[config.mk]
export PLATFORM = sky130hd
export DESIGN_NAME = fan_pid_speed_controller
export DESIGN_NICKNAME = d
export VERILOG_FILES = /design/src/design/fpid_pkg.sv /design/src/design/fpid_track.sv /design/src/design/fpid_terms.sv /design/src/design/fpid_speed.sv /design/src/design/fan_pid_speed_controller.sv
export SDC_FILE = /design/constraint.sdc
export NUM_CORES = 2
export LEC_CHECK = 0
export BUFFER_PORTS_ARGS = -buffer_cell sky130_fd_sc_hd__buf_2
export CAP_MARGIN = 15
export CORE_ASPECT_RATIO = 2
export CORE_MARGIN = 2
export CORE_UTILIZATION = 60
export DETAILED_ROUTE_END_ITERATION = 12
export PLACE_DENSITY = 0.77
export SLEW_MARGIN = 20
export SYNTH_ARGS = -nofsm -noshare
export SYNTH_HDL_FRONTEND = slang
export SYNTH_SLANG_ARGS = --single-unit
[constraint.sdc]
create_clock -name clk_i -period 20.5 [get_ports clk_i]
set_input_delay 4.1 -clock clk_i [delete_from_list [all_inputs] [get_ports clk_i]]
set_output_delay 4.1 -clock clk_i [all_outputs]
set_load 0.01 [all_outputs]
[src/design/fpid_pkg.sv]
// fpid_pkg: shared types and constants of the fan pid speed controller
// used by fpid_track, fpid_terms, fpid_speed and fan_pid_speed_controller

package fpid_pkg;

  localparam int READ_W  = 18;
  localparam int TEMP_W  = 7;
  localparam int GAIN_W  = 16;
  localparam int SPEED_W = 7;
  localparam int ERR_W   = 19;
  localparam int DIFF_W  = 20;
  localparam int MILLI_W = 17;
  localparam int ISUM_W  = 42;

  localparam int PTERM_W = GAIN_W + 1 + ERR_W;
  localparam int ITERM_W = GAIN_W + 1 + ISUM_W;
  localparam int DTERM_W = GAIN_W + 1 + DIFF_W;
  localparam int TOTAL_W = 60;

  localparam int MILLI = 1000;

  localparam logic [TEMP_W-1:0] TARGET_RESET = 7'd52;
  localparam logic [GAIN_W-1:0] PROP_RESET   = 16'd13107;
  localparam logic [GAIN_W-1:0] INTEG_RESET  = 16'd983;
  localparam logic [GAIN_W-1:0] DERIV_RESET  = 16'd13107;

  localparam logic [SPEED_W-1:0] SPEED_LOW  = 7'd16;
  localparam logic [SPEED_W-1:0] SPEED_HIGH = 7'd112;

  // one unit of speed is 1000 * 2^16 in the gain-scaled sum
  localparam logic signed [TOTAL_W-1:0] SCALE_ONE  = 60'sd65536000;
  localparam logic signed [TOTAL_W-1:0] SCALE_HIGH = 60'sd7340032000;

  // floor(x / 1000) for x below 2^17 as (x * RECIP) >> RECIP_SHIFT
  localparam int QIN_W       = 17;
  localparam int QPROD_W     = 35;
  localparam int RECIP_SHIFT = 27;
  localparam logic [QPROD_W-1:0] RECIP = 35'd134218;

  typedef enum logic [1:0] {
    REG_TARGET     = 2'd0,
    REG_PROP_GAIN  = 2'd1,
    REG_INTEG_GAIN = 2'd2,
    REG_DERIV_GAIN = 2'd3
  } reg_idx_e;

  typedef struct packed {
    logic [TEMP_W-1:0] target;
    logic [GAIN_W-1:0] prop;
    logic [GAIN_W-1:0] integ;
    logic [GAIN_W-1:0] deriv;
  } cfg_t;

  typedef struct packed {
    logic signed [ERR_W-1:0]  err;
    logic signed [DIFF_W-1:0] diff;
    logic signed [ISUM_W-1:0] isum;
    logic [READ_W-1:0]        max;
  } step_t;

  typedef struct packed {
    logic signed [PTERM_W-1:0] pterm;
    logic signed [ITERM_W-1:0] iterm;
    logic signed [DTERM_W-1:0] dterm;
    logic [READ_W-1:0]         max;
  } terms_t;

  typedef struct packed {
    logic              low;
    logic              high;
    logic [QIN_W-1:0]  quot_in;
    logic [READ_W-1:0] max;
  } sum_t;

endpackage

[src/design/fpid_track.sv]
// fpid_track: scan maximum, error, saturating integral and previous error
// depends on fpid_pkg

module fpid_track #(
  parameter int INTEGRAL_BITS = 40
) (
  input  logic                       clk_i,
  input  logic                       rst_ni,
  input  logic                       in_valid_i,
  output logic                       in_ready_o,
  input  logic [fpid_pkg::READ_W-1:0] in_reading_i,
  input  logic                       in_present_i,
  input  logic                       in_last_i,
  input  fpid_pkg::cfg_t             cfg_i,
  output logic                       out_valid_o,
  input  logic                       out_ready_i,
  output fpid_pkg::step_t            out_o
);

  localparam int SUM_W = INTEGRAL_BITS + 1;
  localparam logic signed [INTEGRAL_BITS-1:0] INT_MIN = {1'b1, {(INTEGRAL_BITS-1){1'b0}}};
  localparam logic signed [INTEGRAL_BITS-1:0] INT_MAX = {1'b0, {(INTEGRAL_BITS-1){1'b1}}};

  logic [fpid_pkg::READ_W-1:0]        scan_max_q, scan_max_d;
  logic signed [fpid_pkg::ERR_W-1:0]  prev_err_q;
  logic signed [INTEGRAL_BITS-1:0]    err_sum_q, err_sum_d;
  logic                               valid_q;
  fpid_pkg::step_t                    step_q, step_d;

  logic [fpid_pkg::MILLI_W-1:0]       tgt_milli;
  logic signed [fpid_pkg::ERR_W-1:0]  err;
  logic signed [SUM_W-1:0]            wide_sum;
  logic signed [fpid_pkg::ISUM_W-1:0] isum_lim;
  logic                               fire;

  assign in_ready_o = !valid_q || out_ready_i;
  assign fire       = in_valid_i && in_ready_o;

  always_comb begin
    if (in_present_i && (in_reading_i > scan_max_q)) begin
      scan_max_d = in_reading_i;
    end else begin
      scan_max_d = scan_max_q;
    end
  end

  assign tgt_milli = fpid_pkg::MILLI_W'(cfg_i.target) * fpid_pkg::MILLI_W'(fpid_pkg::MILLI);
  assign err = signed'(fpid_pkg::ERR_W'(tgt_milli)) - signed'(fpid_pkg::ERR_W'(scan_max_d));

  // saturating integral: overflow when the two top bits of the wide sum differ
  assign wide_sum = SUM_W'(err_sum_q) + SUM_W'(err);

  always_comb begin
    if (wide_sum[INTEGRAL_BITS] != wide_sum[INTEGRAL_BITS-1]) begin
      err_sum_d = wide_sum[INTEGRAL_BITS] ? INT_MIN : INT_MAX;
    end else begin
      err_sum_d = wide_sum[INTEGRAL_BITS-1:0];
    end
  end

  always_comb begin
    step_d.err  = err;
    step_d.diff = fpid_pkg::DIFF_W'(err) - fpid_pkg::DIFF_W'(prev_err_q);
    step_d.isum = isum_lim;
    step_d.max  = scan_max_d;
  end

  // integral term input is limited to +-2^40, which only a wide sum can reach
  if (INTEGRAL_BITS > 41) begin : g_clamp
    localparam logic signed [INTEGRAL_BITS-1:0] CLAMP_POS =
      {{(INTEGRAL_BITS-41){1'b0}}, 1'b1, 40'b0};
    localparam logic signed [INTEGRAL_BITS-1:0] CLAMP_NEG = -CLAMP_POS;
    always_comb begin
      if (err_sum_d > CLAMP_POS) begin
        isum_lim = fpid_pkg::ISUM_W'(CLAMP_POS);
      end else if (err_sum_d < CLAMP_NEG) begin
        isum_lim = fpid_pkg::ISUM_W'(CLAMP_NEG);
      end else begin
        isum_lim = fpid_pkg::ISUM_W'(err_sum_d);
      end
    end
  end else begin : g_extend
    assign isum_lim = fpid_pkg::ISUM_W'(err_sum_d);
  end

  always_ff @(posedge clk_i or negedge rst_ni) begin
    if (!rst_ni) begin
      scan_max_q <= '0;
      prev_err_q <= '0;
      err_sum_q  <= '0;
      valid_q    <= 1'b0;
    end else begin
      if (in_ready_o) begin
        valid_q <= in_valid_i && in_last_i;
      end
      if (fire) begin
        if (in_last_i) begin
          scan_max_q <= '0;
          prev_err_q <= err;
          err_sum_q  <= err_sum_d;
        end else begin
          scan_max_q <= scan_max_d;
        end
      end
    end
  end

  always_ff @(posedge clk_i) begin
    if (fire && in_last_i) begin
      step_q <= step_d;
    end
  end

  assign out_valid_o = valid_q;
  assign out_o       = step_q;

endmodule

[src/design/fpid_terms.sv]
// fpid_terms: proportional, integral and derivative products, registered
// depends on fpid_pkg

module fpid_terms (
  input  logic              clk_i,
  input  logic              rst_ni,
  input  logic              in_valid_i,
  output logic              in_ready_o,
  input  fpid_pkg::step_t   in_i,
  input  fpid_pkg::cfg_t    cfg_i,
  output logic              out_valid_o,
  input  logic              out_ready_i,
  output fpid_pkg::terms_t  out_o
);

  logic             valid_q;
  fpid_pkg::terms_t terms_q, terms_d;
  logic             fire;

  assign in_ready_o = !valid_q || out_ready_i;
  assign fire       = in_valid_i && in_ready_o;

  // gains are unsigned, so they enter the signed products with a zero on top
  always_comb begin
    terms_d.pterm = fpid_pkg::PTERM_W'(signed'({1'b0, cfg_i.prop}))
                  * fpid_pkg::PTERM_W'(in_i.err);
    terms_d.iterm = fpid_pkg::ITERM_W'(signed'({1'b0, cfg_i.integ}))
                  * fpid_pkg::ITERM_W'(in_i.isum);
    terms_d.dterm = fpid_pkg::DTERM_W'(signed'({1'b0, cfg_i.deriv}))
                  * fpid_pkg::DTERM_W'(in_i.diff);
    terms_d.max   = in_i.max;
  end

  always_ff @(posedge clk_i or negedge rst_ni) begin
    if (!rst_ni) begin
      valid_q <= 1'b0;
    end else if (in_ready_o) begin
      valid_q <= in_valid_i;
    end
  end

  always_ff @(posedge clk_i) begin
    if (fire) begin
      terms_q <= terms_d;
    end
  end

  assign out_valid_o = valid_q;
  assign out_o       = terms_q;

endmodule

[src/design/fpid_speed.sv]
// fpid_speed: sums the terms, clamps and scales to a fan duty value
// two registered stages, the second is the output register; depends on fpid_pkg

module fpid_speed (
  input  logic                         clk_i,
  input  logic                         rst_ni,
  input  logic                         in_valid_i,
  output logic                         in_ready_o,
  input  fpid_pkg::terms_t             in_i,
  output logic                         out_valid_o,
  input  logic                         out_ready_i,
  output logic [fpid_pkg::SPEED_W-1:0] out_speed_o,
  output logic [fpid_pkg::READ_W-1:0]  out_max_o
);

  logic                              sum_valid_q;
  fpid_pkg::sum_t                    sum_q, sum_d;
  logic                              sum_ready, sum_fire;
  logic signed [fpid_pkg::TOTAL_W-1:0] total, speed_scaled;

  logic                              out_valid_q;
  logic [fpid_pkg::SPEED_W-1:0]      speed_q, speed_d;
  logic [fpid_pkg::READ_W-1:0]       max_q;
  logic [fpid_pkg::QPROD_W-1:0]      quot_prod;
  logic                              out_fire;

  // sum stage
  assign in_ready_o = !sum_valid_q || sum_ready;
  assign sum_fire   = in_valid_i && in_ready_o;

  assign total = fpid_pkg::TOTAL_W'(in_i.pterm) + fpid_pkg::TOTAL_W'(in_i.iterm)
               + fpid_pkg::TOTAL_W'(in_i.dterm);
  assign speed_scaled = -total;

  always_comb begin
    sum_d.low     = speed_scaled <= fpid_pkg::SCALE_ONE;
    sum_d.high    = speed_scaled > fpid_pkg::SCALE_HIGH;
    // in range the value is below 2^33, so bits 32:16 hold it divided by 2^16
    sum_d.quot_in = speed_scaled[16 +: fpid_pkg::QIN_W];
    sum_d.max     = in_i.max;
  end

  always_ff @(posedge clk_i or negedge rst_ni) begin
    if (!rst_ni) begin
      sum_valid_q <= 1'b0;
    end else if (in_ready_o) begin
      sum_valid_q <= in_valid_i;
    end
  end

  always_ff @(posedge clk_i) begin
    if (sum_fire) begin
      sum_q <= sum_d;
    end
  end

  // output stage: divide by 1000 through the reciprocal
  assign sum_ready = !out_valid_q || out_ready_i;
  assign out_fire  = sum_valid_q && sum_ready;

  assign quot_prod = fpid_pkg::QPROD_W'(sum_q.quot_in) * fpid_pkg::RECIP;

  always_comb begin
    priority if (sum_q.low) begin
      speed_d = fpid_pkg::SPEED_LOW;
    end else if (sum_q.high) begin
      speed_d = fpid_pkg::SPEED_HIGH;
    end else begin
      speed_d = quot_prod[fpid_pkg::RECIP_SHIFT +: fpid_pkg::SPEED_W];
    end
  end

  always_ff @(posedge clk_i or negedge rst_ni) begin
    if (!rst_ni) begin
      out_valid_q <= 1'b0;
    end else if (sum_ready) begin
      out_valid_q <= sum_valid_q;
    end
  end

  always_ff @(posedge clk_i) begin
    if (out_fire) begin
      speed_q <= speed_d;
      max_q   <= sum_q.max;
    end
  end

  assign out_valid_o = out_valid_q;
  assign out_speed_o = speed_q;
  assign out_max_o   = max_q;

endmodule

[src/design/fan_pid_speed_controller.sv]
// fan_pid_speed_controller: top level, depends on fpid_pkg, fpid_track,
// fpid_terms and fpid_speed.
// Sensor readings arrive as beats on the s_axis channel, one sensor per beat:
// tdata holds the reading in millidegrees, tuser says the sensor is present,
// tlast closes a scan. Only the closing beat of a scan yields a result beat
// on m_axis: the clamped fan speed and the largest present reading of the scan.
// The apb port holds target temperature and the three Q0.16 gains; write it
// only while no scan result is outstanding.
// Throughput: one beat per cycle until back-pressure from m_axis fills every
// stage. A closing beat passes the input register, integral stage, product
// stage, sum stage and output register in that order. The integral update is a
// single saturating add into the INTEGRAL_BITS-wide integral, done once per scan.
// Reset clears the scan maximum, the integral and the previous error and
// loads the register defaults. When m_axis stalls, every stage holds its beat
// and empty stages behind it keep filling; s_axis tready drops only once all
// stages are full.

module fan_pid_speed_controller #(
  parameter int INTEGRAL_BITS = 40
) (
  input  logic        clk_i,
  input  logic        rst_ni,
  input  logic        s_axis_tvalid,
  output logic        s_axis_tready,
  input  logic [23:0] s_axis_tdata,   // sensor_reading[17:0], zero fill
  input  logic [0:0]  s_axis_tuser,   // sensor_present[0]
  input  logic        s_axis_tlast,
  output logic        m_axis_tvalid,
  input  logic        m_axis_tready,
  output logic [31:0] m_axis_tdata,   // fan_speed[6:0], scan_max_temp[24:7], zero fill
  input  logic        psel,
  input  logic        penable,
  input  logic        pwrite,
  input  logic [3:0]  paddr,
  input  logic [31:0] pwdata,
  output logic [31:0] prdata,
  output logic        pready
);

  fpid_pkg::cfg_t cfg_q;
  fpid_pkg::reg_idx_e reg_idx;
  logic cfg_write;

  logic                        in_valid_q;
  logic [fpid_pkg::READ_W-1:0] reading_q;
  logic                        present_q;
  logic                        last_q;

  logic             trk_ready, trk_valid;
  fpid_pkg::step_t  trk_step;
  logic             trm_ready, trm_valid;
  fpid_pkg::terms_t trm_terms;
  logic             spd_ready;
  logic [fpid_pkg::SPEED_W-1:0] speed;
  logic [fpid_pkg::READ_W-1:0]  scan_max;

  // configuration registers
  assign pready    = 1'b1;
  assign reg_idx   = fpid_pkg::reg_idx_e'(paddr[3:2]);
  assign cfg_write = psel && penable && pwrite && pready;

  always_ff @(posedge clk_i or negedge rst_ni) begin
    if (!rst_ni) begin
      cfg_q.target <= fpid_pkg::TARGET_RESET;
      cfg_q.prop   <= fpid_pkg::PROP_RESET;
      cfg_q.integ  <= fpid_pkg::INTEG_RESET;
      cfg_q.deriv  <= fpid_pkg::DERIV_RESET;
    end else if (cfg_write) begin
      unique case (reg_idx)
        fpid_pkg::REG_TARGET:     cfg_q.target <= pwdata[fpid_pkg::TEMP_W-1:0];
        fpid_pkg::REG_PROP_GAIN:  cfg_q.prop   <= pwdata[fpid_pkg::GAIN_W-1:0];
        fpid_pkg::REG_INTEG_GAIN: cfg_q.integ  <= pwdata[fpid_pkg::GAIN_W-1:0];
        fpid_pkg::REG_DERIV_GAIN: cfg_q.deriv  <= pwdata[fpid_pkg::GAIN_W-1:0];
        default:                  cfg_q        <= cfg_q;
      endcase
    end
  end

  always_comb begin
    unique case (reg_idx)
      fpid_pkg::REG_TARGET:     prdata = 32'(cfg_q.target);
      fpid_pkg::REG_PROP_GAIN:  prdata = 32'(cfg_q.prop);
      fpid_pkg::REG_INTEG_GAIN: prdata = 32'(cfg_q.integ);
      fpid_pkg::REG_DERIV_GAIN: prdata = 32'(cfg_q.deriv);
      default:                  prdata = '0;
    endcase
  end

  // input register
  assign s_axis_tready = !in_valid_q || trk_ready;

  always_ff @(posedge clk_i or negedge rst_ni) begin
    if (!rst_ni) begin
      in_valid_q <= 1'b0;
    end else if (s_axis_tready) begin
      in_valid_q <= s_axis_tvalid;
    end
  end

  always_ff @(posedge clk_i) begin
    if (s_axis_tvalid && s_axis_tready) begin
      reading_q <= s_axis_tdata[fpid_pkg::READ_W-1:0];
      present_q <= s_axis_tuser[0];
      last_q    <= s_axis_tlast;
    end
  end

  fpid_track #(
    .INTEGRAL_BITS(INTEGRAL_BITS)
  ) u_track (
    .clk_i        (clk_i),
    .rst_ni       (rst_ni),
    .in_valid_i   (in_valid_q),
    .in_ready_o   (trk_ready),
    .in_reading_i (reading_q),
    .in_present_i (present_q),
    .in_last_i    (last_q),
    .cfg_i        (cfg_q),
    .out_valid_o  (trk_valid),
    .out_ready_i  (trm_ready),
    .out_o        (trk_step)
  );

  fpid_terms u_terms (
    .clk_i       (clk_i),
    .rst_ni      (rst_ni),
    .in_valid_i  (trk_valid),
    .in_ready_o  (trm_ready),
    .in_i        (trk_step),
    .cfg_i       (cfg_q),
    .out_valid_o (trm_valid),
    .out_ready_i (spd_ready),
    .out_o       (trm_terms)
  );

  fpid_speed u_speed (
    .clk_i       (clk_i),
    .rst_ni      (rst_ni),
    .in_valid_i  (trm_valid),
    .in_ready_o  (spd_ready),
    .in_i        (trm_terms),
    .out_valid_o (m_axis_tvalid),
    .out_ready_i (m_axis_tready),
    .out_speed_o (speed),
    .out_max_o   (scan_max)
  );

  assign m_axis_tdata = {7'b0, scan_max, speed};

endmodule
==> flow_metrics.py <==
metrics = {
    "cts": {
        "root_buffer": "clkbuf_16",
        "cts_made_buffers": 42,
        "cts-resized-gates": 0,
        "clkSlewWorstSetupHoldPaths_ns": 0.07,
        "hold_buffers": 0,
        "clock_path_buffers": 3,
        "cts_tree": "done",
        "cts_setup_buffers": 0,
        "cts_sinks": 463,
        "clk_latency_ns": 0.65,
        "htree_levels": 2,
    },
    "synth": {
        "yosysMostFrequentCell": "inv_1",
        "synth_edf_count": 326,
        "ys_top_cells_by_count": "1651 x inv_1, 1293 x fa_1, 993 x nand2_1, 754 x ha_1, 542 x and2_1",
        "syn_avg_cell_area_um2": 9.54,
        "synth_top_area_frac": 0.338,
        "synth-async-reset-ratio": 0.296,
        "ys.flop_type": "edfxtp_1",
        "ys_top_cells_by_area": "fa_1 34%, edfxtp_1 13%, ha_1 12%",
        "synth_cell_types": 90,
        "ys_seq_area_frac": 0.173,
        "synth_warnings": 0,
        "synth_seq_cells": 463,
        "syn_inst": 8032,
        "syn_area_um2": 76600,
        "yosys.area.top_type": "fa_1",
    },
    "detailed_routing": {
        "wl_um": 212000,
        "met1_length_um": 65200,
        "ant_nets": 0,
        "avgViaCountPerCell": 5.88,
        "wl_met2_um": 110000,
        "drc_errors": 0,
        "drt_iter0_drc": 3322,
        "dr.max_layer_used": "met5",
        "vias": 56700,
        "met3WireLength_um": 12100,
        "wl_per_cell_um": 21.9,
        "firstDrtPassIters": 6,
    },
    "final_layout": {
        "fin_area_um2": 80000,
        "layout-drive-gt1-share": 0.0446,
        "fin_nets": 10000,
        "area_delta_synth_final_pct": 4.38,
        "final_util": 0.631,
        "fillCellCount": 10500,
    },
    "die": {
        "die_area_um2": 131000,
        "fp-row-count": 185,
        "top_level_ports": 136,
        "initial_core_util": 0.604,
        "core-area_um2": 127000,
        "die_w_um": 257,
        "dieHeight_um": 509,
    },
    "timing": {
        "finalHoldViolations": 0,
        "tightest_slew_ns": 1.26,
        "fmax_mhz": 97.6,
        "tns_ns": 0,
        "drv_slew": 0,
        "slew_headroom": 0.156,
        "finalSetupViolations": 0,
        "rsz0062_at_grt": "no",
        "period_share": 0.500,
        "period_minus_slack_ns": 10.24,
        "skew_ns": 0.0531,
    },
    "grt": {
        "grt_max_degree": 89,
        "grt_pass1_vias": 62900,
        "overflow": 0,
        "antenna_found_initial": 20,
        "grt_pass1_wl_um": 335000,
        "grt_util_all_layers": 0.336,
    },
    "worst_setup_path": {
        "cp.arrival_ns": 6.14,
        "worstPathMaxFanout": 21,
        "critPathSlowestCell": "nor2b_1",
        "path_cells": "buf_2, nor2b_1, a22o_1, buf_2",
        "worstSetupStartpointType": "input port",
        "critPathMaxStageDelay_ns": 0.84,
        "cpMostUsedCell": "buf_2",
        "path_class": "in2out",
        "worstSetupEndpointType": "primary output",
        "crit_required_ns": 16.40,
    },
    "flow_run": {
        "max-cap-violations": 0,
    },
    "worst_hold_path": {
        "hold_path_class": "reg2reg",
    },
    "place": {
        "dp_hpwl_um": 170000,
        "port_buffers": 87,
        "gp_congestion": 0.988,
        "place_area_um2": 78400,
    },
    "outcome": {
        "status": "finished, final reports clean",
    },
}
==> final timing paths <==
check / slack, ns / start / depth (start not counted) / end
max: 10.26 / paddr[3] / 4 / prdata[8]
min: 0.41 / u_speed.sum_q[2] / 0 / u_speed.out_max_o[2]
max reg2reg: 10.70 / cfg_q[48] / 34 / u_track.err_sum_q[38]
min reg2reg: 0.41 / u_speed.sum_q[2] / 0 / u_speed.out_max_o[2]
max in group asynchronous: 15.69 / rst_ni / 2 / cfg_q[27]
min in group asynchronous: 3.48 / rst_ni / 1 / u_track.scan_max_q[11]
==> cell usage in the layout (no fill, tap or decap), drive strengths merged, types with 51 or more instances in the layout <==
cell type | Yosys | routed
and2 | 542 | 542
mux2 | 68 | 68
nor3 | 73 | 73
xor2 | 97 | 97
edfxtp | 326 | 326
a21oi | 310 | 310
dfrtp | 110 | 110
buf | 29 | 134
o21ai | 202 | 202
nand2 | 993 | 993
nand3 | 68 | 68
ha | 754 | 754
fa | 1293 | 1293
nor2 | 219 | 219
a21o | 155 | 155
xnor2 | 191 | 191
nor2b | 51 | 51
inv | 1651 | 1654
==> sequential cells by signal, indices dropped and copies added (netlist names) <==
name and count:
last_q 1, u_terms.out_valid_o 1, reading_q 18, u_speed.sum_q 37
u_speed.out_max_o 18, u_track.scan_max_q 18, u_track.out_o 96, u_track.prev_err_q 19
u_terms.out_o 148, u_speed.sum_valid_q 1, u_speed.out_valid_o 1, u_track.out_valid_o 1
present_q 1, u_speed.out_speed_o 7, cfg_q 55, in_valid_q 1
u_track.err_sum_q 40
==> kinds of logic after synthesis <==
group           Yosys count  share of synthesized area
compound gates         1012                     0.0855
buf+inv                1963                     0.0973
other cells               2                  0.0000980
mux                      97                     0.0149
fa+ha+maj              2047                      0.461
flops                   463                      0.173
simple gates           2160                      0.135
xor+xnor                288                     0.0329
==> per-stage QoR <==
stage	std cells	hold slack [ns]	worst slack, ns
after global placement	9558	0.407	10.42
after CTS	9635	0.418	10.39
after global routing	9641	0.427	9.98
after detailed placement	9558	0.405	10.38
final	9646	0.415	10.26
after floorplan	8054	0.400	10.92
==> per-layer routing <==
layer / global-route usage / vias up
li1: - / 25000
met1: 0.324 / 28600
met2: 0.607 / 2130
met3: 0.0469 / 975
met4: 0.326 / 10
met5: 0 / -
==> critical path, delay by kind of cell <==
kind	cells	cell delay [ns]
simple gates	1	0.84
compound gates	1	0.48
buf+inv	2	0.71
==> final cells by class <==
cell class / count / area (um2) / share of cell area
multi-input combinational: 5628 / 56000 / 0.701
sequential: 463 / 13300 / 0.166
clock buffer: 47 / 1110 / 0.0139
tap: 1683 / 2110 / 0.0263
inverter: 1651 / 6200 / 0.0775
clock inverter: 30 / 449 / 0.00562
timing repair buffer: 134 / 795 / 0.00993
antenna: 10 / 25.0 / 0.000313
Power is left out: the tool's default activity adds up to more than one toggle a clock period on the data nets, which glitch-free logic cannot reach.
